File: config.mk
export PLATFORM = sky130hd
export DESIGN_NAME = tree_kinship_distance_core
export DESIGN_NICKNAME = d
export VERILOG_FILES = /design/src/rtl/core/tkd_pkg.sv /design/src/rtl/core/tkd_ram.sv /design/src/rtl/core/tree_kinship_distance_core.sv
export SDC_FILE = /design/constraint.sdc
export NUM_CORES = 2
export LEC_CHECK = 0
export BUFFER_PORTS_ARGS = -buffer_cell sky130_fd_sc_hd__buf_2
export CAP_MARGIN = 20
export CORE_UTILIZATION = 66
export CTS_BUF_LIST = sky130_fd_sc_hd__clkbuf_4
export DETAILED_ROUTE_END_ITERATION = 8
export PLACE_DENSITY_LB_ADDON = 0.12
export RECOVER_POWER = 100
export SYNTH_ARGS = -nofsm -noshare
export SYNTH_HDL_FRONTEND = slang
export SYNTH_SLANG_ARGS = --single-unit
File: constraint.sdc
create_clock -name clk -period 8 [get_ports clk]
set_clock_uncertainty 0.2 [all_clocks]
set_input_delay 0 -clock clk [delete_from_list [all_inputs] [get_ports clk]]
set_output_delay 0 -clock clk [all_outputs]
set_load 0.02 [all_outputs]
File: src/rtl/core/tkd_pkg.sv
// Shared types and constants for the tree kinship distance core.
// Holds field widths, command codes, the controller state type and mark-tag sizing.
// No dependencies.
package tkd_pkg;

  // Widths of the transaction fields.
  localparam int NODE_W = 7;
  localparam int DIST_W = 9;

  // Default size of the node table.
  localparam int NODES_DEF = 128;

  // Distances saturate here; unrelated nodes report all ones (-1).
  localparam int DIST_MAX = 254;
  localparam logic signed [DIST_W-1:0] DIST_NONE = '1;

  // Width of the query tag stored with each ancestor mark.
  localparam int EPOCH_W = 8;

  // Command codes of an input transaction.
  typedef enum logic {
    CMD_LINK  = 1'b0,
    CMD_QUERY = 1'b1
  } tkd_cmd_t;

  // Controller states.
  typedef enum logic [1:0] {
    S_CLEAR,
    S_IDLE,
    S_MARK,
    S_WALK
  } tkd_state_t;

endpackage

File: src/rtl/core/tkd_ram.sv
// Single-port-write, single-port-read synchronous RAM with a registered read.
// A read of the address being written in the same cycle returns the new data.
// Depends on nothing.
module tkd_ram #(
  parameter int DW    = 8,
  parameter int AW    = 7,
  parameter int DEPTH = 128
) (
  input  logic          clk,
  input  logic          we,
  input  logic [AW-1:0] waddr,
  input  logic [DW-1:0] wdata,
  input  logic [AW-1:0] raddr,
  output logic [DW-1:0] rdata
);

  logic [DW-1:0] mem [DEPTH];
  logic [DW-1:0] rdata_r;

  // Write port.
  always_ff @(posedge clk) begin
    if (we) begin
      mem[waddr] <= wdata;
    end
  end

  // Registered read with write-first forwarding.
  always_ff @(posedge clk) begin
    if (we && (waddr == raddr)) begin
      rdata_r <= wdata;
    end else begin
      rdata_r <= mem[raddr];
    end
  end

  assign rdata = rdata_r;

endmodule

File: src/rtl/core/tree_kinship_distance_core.sv
// Top level of the tree kinship distance core: controller plus parent and mark memories.
// Depends on tkd_pkg and tkd_ram.
//
// Usage: a transaction is taken when start is high and busy is low. A link transaction
// (in_cmd = link) sets the parent of in_node_a to in_node_b; it gives no result and
// leaves busy low. A query transaction gives one result on out_distance,
// marked by a one-cycle out_valid strobe: the edge count between the two nodes through
// their lowest common ancestor, saturated at 254, or -1 if they are unrelated.
// A query naming node 0 or a node outside the table reports -1 in the next cycle
// without raising busy. Otherwise busy stays high while the controller marks the
// ancestor chain of in_node_a and then climbs the chain of in_node_b; the strobe is
// high in the cycle in which busy reads low again, unless a clearing pass starts.
// Each chain step is one read of the parent and mark memories.
// Marks carry a query tag instead of being cleared per query. After reset, and after
// every 255th well-formed query, a clearing pass holds busy high; the pass after
// reset also clears the parent table. The receiver cannot stall: each result is
// present for exactly one cycle.
module tree_kinship_distance_core
  import tkd_pkg::*;
#(
  parameter int NODES = NODES_DEF
) (
  input  logic                     clk,
  input  logic                     rst_n,
  input  logic                     start,
  output logic                     busy,
  input  logic                     in_cmd,
  input  logic [NODE_W-1:0]        in_node_a,
  input  logic [NODE_W-1:0]        in_node_b,
  output logic                     out_valid,
  output logic signed [DIST_W-1:0] out_distance
);

  localparam int AW = $clog2(NODES);
  localparam int CW = $clog2(NODES + 1);
  localparam int MW = EPOCH_W + AW;
  localparam int SW = CW + 1;

  // Controller registers.
  tkd_state_t           state_r, state_nxt;
  logic [AW-1:0]        clr_addr_r, clr_addr_nxt;
  logic                 clr_par_r, clr_par_nxt;
  logic [EPOCH_W-1:0]   epoch_r, epoch_nxt;
  logic [NODE_W-1:0]    cur_r, cur_nxt;
  logic [NODE_W-1:0]    b_r, b_nxt;
  logic                 first_r, first_nxt;
  logic [AW-1:0]        k_r, k_nxt;
  logic [CW-1:0]        db_r, db_nxt;
  logic                 out_valid_r, out_valid_nxt;
  logic signed [DIST_W-1:0] out_distance_r, out_distance_nxt;

  // Memory ports.
  logic                 par_we;
  logic [AW-1:0]        par_waddr;
  logic [NODE_W-1:0]    par_wdata;
  logic [NODE_W-1:0]    par_rdata;
  logic                 mark_we;
  logic [AW-1:0]        mark_waddr;
  logic [MW-1:0]        mark_wdata;
  logic [MW-1:0]        mark_rdata;
  logic [NODE_W-1:0]    rd_node;

  // Decode of the current transaction and of the memory read data.
  logic                 accept;
  logic                 a_ok;
  logic                 b_ok;
  logic                 query_ok;
  logic                 p_zero;
  logic                 mk_hit;
  logic [AW-1:0]        mk_depth;
  logic                 mark_seen;
  logic                 mark_done;
  logic                 walk_limit;
  logic                 walk_done;
  logic [SW-1:0]        dist_sum;

  assign busy       = (state_r != S_IDLE);
  assign accept     = start && !busy;
  assign a_ok       = (in_node_a != '0) && (int'(in_node_a) < NODES);
  assign b_ok       = int'(in_node_b) < NODES;
  assign query_ok   = a_ok && b_ok && (in_node_b != '0);
  assign p_zero     = (par_rdata == '0);
  assign mk_hit     = (mark_rdata[MW-1 -: EPOCH_W] == epoch_r);
  assign mk_depth   = mark_rdata[AW-1:0];
  assign mark_seen  = !first_r && mk_hit;
  assign mark_done  = mark_seen || p_zero;
  assign walk_limit = (db_r == CW'(NODES));
  assign walk_done  = mk_hit || p_zero || walk_limit;
  assign dist_sum   = SW'(mk_depth) + SW'(db_r);

  // Parent table: one node number per entry, 0 for no parent.
  tkd_ram #(
    .DW    (NODE_W),
    .AW    (AW),
    .DEPTH (NODES)
  ) u_par_ram (
    .clk   (clk),
    .we    (par_we),
    .waddr (par_waddr),
    .wdata (par_wdata),
    .raddr (AW'(rd_node)),
    .rdata (par_rdata)
  );

  // Ancestor marks: query tag and depth below the first queried node.
  tkd_ram #(
    .DW    (MW),
    .AW    (AW),
    .DEPTH (NODES)
  ) u_mark_ram (
    .clk   (clk),
    .we    (mark_we),
    .waddr (mark_waddr),
    .wdata (mark_wdata),
    .raddr (AW'(rd_node)),
    .rdata (mark_rdata)
  );

  // Next state.
  always_comb begin
    state_nxt = state_r;
    case (state_r)
      S_CLEAR: begin
        if (clr_addr_r == AW'(NODES - 1)) begin
          state_nxt = S_IDLE;
        end
      end
      S_IDLE: begin
        if (accept && (in_cmd == CMD_QUERY) && query_ok) begin
          state_nxt = S_MARK;
        end
      end
      S_MARK: begin
        if (mark_done) begin
          state_nxt = S_WALK;
        end
      end
      S_WALK: begin
        if (walk_done) begin
          state_nxt = (epoch_r == '1) ? S_CLEAR : S_IDLE;
        end
      end
      default: state_nxt = S_CLEAR;
    endcase
  end

  // Memory controls and datapath register updates.
  always_comb begin
    par_we           = 1'b0;
    par_waddr        = AW'(in_node_a);
    par_wdata        = in_node_b;
    mark_we          = 1'b0;
    mark_waddr       = AW'(cur_r);
    mark_wdata       = {epoch_r, k_r};
    rd_node          = cur_r;
    clr_addr_nxt     = clr_addr_r;
    clr_par_nxt      = clr_par_r;
    epoch_nxt        = epoch_r;
    cur_nxt          = cur_r;
    b_nxt            = b_r;
    first_nxt        = first_r;
    k_nxt            = k_r;
    db_nxt           = db_r;
    out_valid_nxt    = 1'b0;
    out_distance_nxt = out_distance_r;
    case (state_r)
      // Sweep the marks, and after reset the parent table, one entry a cycle.
      S_CLEAR: begin
        mark_we      = 1'b1;
        mark_waddr   = clr_addr_r;
        mark_wdata   = '0;
        par_we       = clr_par_r;
        par_waddr    = clr_addr_r;
        par_wdata    = '0;
        clr_addr_nxt = clr_addr_r + AW'(1);
        if (clr_addr_r == AW'(NODES - 1)) begin
          clr_addr_nxt = '0;
          clr_par_nxt  = 1'b0;
        end
      end
      // Take a transaction: write a link, reject a bad query, or start the walks.
      S_IDLE: begin
        if (accept) begin
          if (in_cmd == CMD_LINK) begin
            par_we = a_ok && b_ok;
          end else if (query_ok) begin
            rd_node   = in_node_a;
            cur_nxt   = in_node_a;
            b_nxt     = in_node_b;
            first_nxt = 1'b1;
            k_nxt     = '0;
          end else begin
            out_valid_nxt    = 1'b1;
            out_distance_nxt = DIST_NONE;
          end
        end
      end
      // Mark the current node with its depth, then step to its parent.
      // A node already marked means the chain loops and marking is complete.
      S_MARK: begin
        mark_we = !mark_seen;
        if (mark_done) begin
          rd_node = b_r;
          cur_nxt = b_r;
          db_nxt  = '0;
        end else begin
          rd_node   = par_rdata;
          cur_nxt   = par_rdata;
          k_nxt     = k_r + AW'(1);
          first_nxt = 1'b0;
        end
      end
      // Climb from the second node until a marked node, a root or the step limit.
      S_WALK: begin
        if (mk_hit) begin
          out_valid_nxt    = 1'b1;
          out_distance_nxt = (int'(dist_sum) > DIST_MAX) ? DIST_W'(DIST_MAX)
                                                         : DIST_W'(dist_sum);
        end else if (p_zero || walk_limit) begin
          out_valid_nxt    = 1'b1;
          out_distance_nxt = DIST_NONE;
        end else begin
          rd_node = par_rdata;
          cur_nxt = par_rdata;
          db_nxt  = db_r + CW'(1);
        end
        if (walk_done) begin
          epoch_nxt = (epoch_r == '1) ? EPOCH_W'(1) : epoch_r + EPOCH_W'(1);
        end
      end
      default: begin
        clr_addr_nxt = '0;
      end
    endcase
  end

  // Control registers.
  always_ff @(posedge clk) begin
    if (!rst_n) begin
      state_r     <= S_CLEAR;
      clr_addr_r  <= '0;
      clr_par_r   <= 1'b1;
      epoch_r     <= EPOCH_W'(1);
      out_valid_r <= 1'b0;
    end else begin
      state_r     <= state_nxt;
      clr_addr_r  <= clr_addr_nxt;
      clr_par_r   <= clr_par_nxt;
      epoch_r     <= epoch_nxt;
      out_valid_r <= out_valid_nxt;
    end
  end

  // Payload registers.
  always_ff @(posedge clk) begin
    cur_r          <= cur_nxt;
    b_r            <= b_nxt;
    first_r        <= first_nxt;
    k_r            <= k_nxt;
    db_r           <= db_nxt;
    out_distance_r <= out_distance_nxt;
  end

  assign out_valid    = out_valid_r;
  assign out_distance = out_distance_r;

`ifndef NO_ASSERTIONS
  // A link transaction never makes the block busy.
  a_link_no_busy: assert property (@(posedge clk) disable iff (!rst_n)
    (accept && (in_cmd == CMD_LINK)) |=> !busy)
    else $error("link transaction raised busy");

  // A well-formed query starts the walks and gives no immediate result.
  a_query_starts: assert property (@(posedge clk) disable iff (!rst_n)
    (accept && (in_cmd == CMD_QUERY) && query_ok) |=> (busy && !out_valid))
    else $error("query did not start the ancestor walks");

  // The walks only read the parent table.
  a_walk_no_par_write: assert property (@(posedge clk) disable iff (!rst_n)
    ((state_r == S_MARK) || (state_r == S_WALK)) |-> !par_we)
    else $error("parent table written during a query");

  // Tag zero is reserved for cleared marks.
  a_epoch_nonzero: assert property (@(posedge clk) disable iff (!rst_n)
    epoch_r != '0)
    else $error("query tag reached the cleared value");
`endif

endmodule

Yosys cells after proc, flatten, opt, wreduce, memory -nomap -nowiden
Memories as Yosys holds them, arrays and structs flattened. A register that Yosys moved wholly into a read port is not among the register bits.
Cells that the tools add are included.

storage, ports and cells
  flip-flop bits (word level) = 58
  RAM bits = 2816
  bits of input ports = 18
  output and inout port bits = 11
  memories = 2

memories
  memory          words  bits a word  read ports  clocked after memory_dff  wr ports  RTL line       source
  u_mark_ram.mem  128    15           1           1                         1         tkd_ram.sv:17  logic [DW-1:0] mem [DEPTH];
  u_par_ram.mem   128    7            1           1                         1         tkd_ram.sv:17

operators by class
  multiplexer cells = 54
  magnitude comparators = 1
  equal/unequal tests = 20
  reduce and logical (&&, ||, !) cells = 26
  add/sub/neg operators = 5

operators with widths
  kind                 number
  $mux 7               14
  $mux 9               6
  $mux 8               4
  $ne 2x2->1 const B   11
  $pmux 7 s3           1
  $pmux 9 s2           1
  $add 8x1->8 const B  2
  $eq 8x8->1 const B   2
  $mux 1               16
  $pmux 8 s2           1
  $mux 15              1
  $add 7x1->7 const B  2
  $pmux 7 s2           1
  $reduce_bool 7->1    2
  $reduce_and 4->1     3
  $reduce_and 5->1     2
  $add 7x8->9          1
  $gt 9x8->1 const B   1
  $eq 8x8->1           1
  $mux 2               4
  $pmux 1 s2           4
  $pmux 2 s4           1
  $eq 7x7->1 const B   1
  $logic_not 7->1      1
  other kinds (10)     23

Longest topological paths before layout
  depth after elaboration = 7
  gate-level depth with buffers = 27

Hierarchy
From an unflattened synthesis, not the netlist that was laid out.

second synthesis, totals
  cell total of the unflattened synthesis = 4714
  area total of the unflattened synthesis = 111694.6 µm²

by module, submodules not included
  module                      cells an instance  instances  area each (µm²)  sequential area each (µm²)
  tkd_ram at u_mark_ram       2896               1          73469.2          57795.4
  tkd_ram at u_par_ram        1453               1          34807.1          27045.9
  tree_kinship_distance_core  365                1          3418.3           1481.4

Worst setup path after synthesis
OpenSTA, ideal clock, no wires.

  path type = flip-flop to flip-flop
  from = register, netlist name cur_r[0]
  to = register out_distance_r[0] (netlist: out_distance[0]) (data pin)
  buffers on the path = 9
  stages on the path, launching flop included = 25
  clock period less this slack = 5754 ps
  setup slack = 2246 ps
  arrival = 5281 ps
  library setup time = 274 ps
  cell sequence = edfxtp_1 > buf_6 > buf_6 > buf_6 > buf_6 > buf_6 > buf_4 > buf_6 > buf_4 > buf_2 > mux4_2 > mux4_2 > mux4_2 > nand2_1 > nand2_1 > ha_1 > a21o_1 > a21oi_1 > o21bai_1 > a21oi_1 > o21bai_1 > a21oi_1 > xor2_1 > o41ai_1 > o21ai_0

RTL lines
  item                  RTL line                           source
  to (signal assigned)  tree_kinship_distance_core.sv:261  out_distance_r <= out_distance_nxt;
  to (decl)             tree_kinship_distance_core.sv:50   logic signed [DIST_W-1:0] out_distance_r, out_distance_nxt;

Worst setup path in the final report
  from = register cur_r[0]
  to = memory u_mark_ram.mem[115][8] (netlist bit) (enable)

on the way
  word-level cells in the longest chain between the ends = 1

ends and longest elaborated chain
  item                    RTL line                           source
  from (decl)             tree_kinship_distance_core.sv:44   logic [NODE_W-1:0] cur_r, cur_nxt;
  from (signal assigned)  tree_kinship_distance_core.sv:256  cur_r <= cur_nxt;
  $mux 7                  tree_kinship_distance_core.sv:166  case (state_r)
  to (decl)               tkd_ram.sv:17

No other way between the ends.

==> impl_metrics.ini <==
[routing]
first_iter_violations = 9454
antenna_violating_nets_remaining = 0
drt_pass1_iterations = 7
drc_errors = 0
drt-total-wl_um = 293000
via_count = 60712
routed_wire_length_per_instance_um = 33.3
vias_per_cell = 6.90

[synth]
yosysTopAreaCellShare_pct = 76.1
number_of_enable_flip_flop_cells_after_synthesis = 2855
ys_warn_count = 0
synth_flop_cell = sky130_fd_sc_hd__edfxtp_1
asyncSetResetFlopFracSynth_pct = 0
post-synth-top-count-cell = sky130_fd_sc_hd__edfxtp_1
synth_area_um2 = 113000
synth_area_leaders = sky130_fd_sc_hd__edfxtp_1, sky130_fd_sc_hd__mux4_2, sky130_fd_sc_hd__mux2i_1
synth_cell_type_count = 74
synth.cells.most_frequent = sky130_fd_sc_hd__edfxtp_1, sky130_fd_sc_hd__mux4_2, sky130_fd_sc_hd__nor2_1
avg_cell_area_syn_um2 = 21.1
post-synth-top-area-cell = sky130_fd_sc_hd__edfxtp_1
syn_nets = 5364
post_synth_inst_count = 5329
ys_seq_area_share_pct = 76.4
yosys_reg_bits = 2874

[layout]
syn2layout_area_growth_pct = 10.7
nFillCells = 9912
finalNetCount = 6146
post_route_cells_drive_above_1_share_pct = 29.1

[power_and_ir_drop]
irDropWorstVdd_mv = 0.186
internal_power_mw = 22.3
post-layout-total-power_mw = 28.1
power.share.switching_pct = 20.7
power.switching_mw = 5.80
cellLeakagePower_nw = 40.8
power.share.clock_pct = 41.0
p_per_area_nw_per_um2 = 225
pwr-share-comb_pct = 0.7
pwr-share-seq_pct = 58.2

[global_route]
vias_in_the_first_global_route = 60137
aggregate_global_routing_overflow = 0
grtUsageMet1_pct = 50.1
groute.usage.overall_pct = 34.5
antenna_found_initial = 22
grt_max_degree = 113
groute.layer.met3.usage_pct = 12.0
grt_first_pass_wirelength_um = 418000
global_route.usage.met2_pct = 48.5
grt.busiest_layer = met1

[critical_path]
timing.critical_path.depth = 14
total_buffers_and_inverters_traversed_by_the_critical_path = 4
critical_path.endpoint_type = flip-flop
r2r.worst_path.cells = 14
crit_path_cell_trace = buf_12 > nor2b_2 > a22oi_1 > nand2_1 > o2111ai_1 > a221oi_1 > xnor2_1 > nor4_1 > o211ai_1 > a32oi_4 > buf_12 > clkbuf_1 > nor3_2 > clkbuf_1
crit_path_top_delay_cell = sky130_fd_sc_hd__edfxtp_1
cp-start-kind = flip-flop
critPathMaxStageDelay_ps = 1070
critPathKind = flip-flop to flip-flop
critPathMaxFanout = 18
crit_family = simple AND/OR/NAND/NOR gates
worst_path_required_time_ps = 8810
arrival_ps = 8390

[sta]
timing.final.crit_share_pct = 94.7
setup-tns-final_ps = 0
rsz0062_at_grt = no
timing.final.max_slew_violations = 2805
finalHoldViolCount = 0
finalSetupViolCount = 0
finalCriticalPeriod_ps = 7580
slew_headroom_pct = -184
max_clock_freq_mhz = 132
worstMarginPinSlew_ps = 4260

[floorplanning]
die-area_um2 = 172000
floorplan.die.width_um = 415
initial_util_pct = 66.5
fp.coreArea_um2 = 169000
io-pin-count = 29
num_rows = 151
die_y_um = 415

[clock_tree]
cts_tree = done
clock_sink_count = 2874
clkLatencyLatePin_ps = 1510
cts_max_path_buffers = 4
cts-resized-gates = 0
cts_made_buffers = 699
clkTransAtPathRegs_ps = 70
clock-root-buffer = sky130_fd_sc_hd__clkbuf_4
ctsHtreeMaxLevel = 6

[place]
place.detailed.hpwl_um = 180000
gp_routability_congestion = 0.965
placement.io_buffers = 28

[status]
status = complete, but fails checks
violated_checks = capacitance limit, slew limit

[flow_run]
maxCapViolCount = 53

[hold_path]
worst_hold_path.num_cells = 6
timing.hold.worst.class = input pin to flip-flop
## metrics by stage
stage	utilization [%]	hold WS, ps	std cells	instance area (um^2)	setup WS (ps)
finish	73.6	200	8799	125000	420
global route	73.6	165	8788	125000	473
CTS	74.6	30.7	8779	126000	1320
detailed placement	69.4	63.3	7572	118000	1340
global placement	69.3	69.5	7554	117000	1400
floorplan	-	-101	5329	113000	2250
## routing by layer
layer,part of all wire (%),wire length [um],up-vias
li1,-,-,24335
met1,37,107000,31002
met2,44,130000,4635
met3,15,43500,732
met4,4.2,12200,8
met5,0.019,57,-
## state kept, by name, indices dropped and copies added, names as in the netlist, 2 cells and up
name / flops
u_mark_ram.mem: 1920
u_par_ram.mem: 896
out_distance: 9
db_r: 8
epoch_r: 8
b_r: 7
clr_addr_r: 7
cur_r: 7
k_r: 7
state_r: 2
## power groups by stage
stage                     Sequential (mW)  Clock (mW)  Combinational (mW)
after floorplan                      16.7           0              0.0898
after global placement               16.7           0               0.196
after detailed placement             16.7           0               0.201
after CTS                            16.4        11.6               0.222
after global routing                 16.3        12.4               0.207
final                                16.4        11.5               0.208
## final cells by class
cell class	count	area [um^2]	area share [%]
multi-input combinational	2122	24900	19.9
sequential	2874	86100	69.0
clock buffer	977	7330	5.88
inverter	32	120	0.0963
clock inverter	179	946	0.758
timing repair buffer	382	2570	2.06
tap	2218	2780	2.22
antenna	15	37.5	0.0301
## cell usage in the layout (no fill, tap or decap), types with 73 or more instances in the layout
| master | instances |
|---|---|
| sky130_fd_sc_hd__a22oi_1 | 84 |
| sky130_fd_sc_hd__buf_4 | 78 |
| sky130_fd_sc_hd__clkbuf_1 | 196 |
| sky130_fd_sc_hd__clkbuf_4 | 977 |
| sky130_fd_sc_hd__clkinv_1 | 137 |
| sky130_fd_sc_hd__edfxtp_1 | 2855 |
| sky130_fd_sc_hd__mux2i_1 | 214 |
| sky130_fd_sc_hd__mux4_2 | 698 |
| sky130_fd_sc_hd__nand2_1 | 193 |
| sky130_fd_sc_hd__nand3_1 | 84 |
| sky130_fd_sc_hd__nor2_1 | 218 |
| sky130_fd_sc_hd__nor3_1 | 139 |
| sky130_fd_sc_hd__o22ai_1 | 73 |
## kinds of logic after synthesis
group | share of synthesized area, %
and+or+nand+nor | 3.15
muxes | 16.0
AOI/OAI and AO/OA | 2.36
xor gates and xnor gates | 0.280
DFF | 76.4
adders and majority gates | 0.195
buffers and inverters | 1.60
## worst paths after layout
path	from	endpoint	slack, ps
max	cur_r[0]$_DFFE_PP_	u_mark_ram.mem[115][8]$_DFFE_PP_	420
min	in_node_a[6]	u_par_ram.mem[117][2]$_DFFE_PP_	200
max reg2reg	cur_r[0]$_DFFE_PP_	u_mark_ram.mem[115][8]$_DFFE_PP_	420
min reg2reg	state_r[1]$_SDFFE_PN0P_	state_r[1]$_SDFFE_PN0P_	310
## worst min-delay path, delay by kind of cell
family,cells,cell delay (ps)
buf+inv,2,710
simple gates,3,650
compound gates,1,300
## repair_timing
| action | CTS | global route |
|---|---|---|
| hold buffers | 51 | 0 |
| hold endpoints to repair | 1856 | 0 |
| setup buffers | 0 | 0 |
Power figures use the tool's default switching activity.
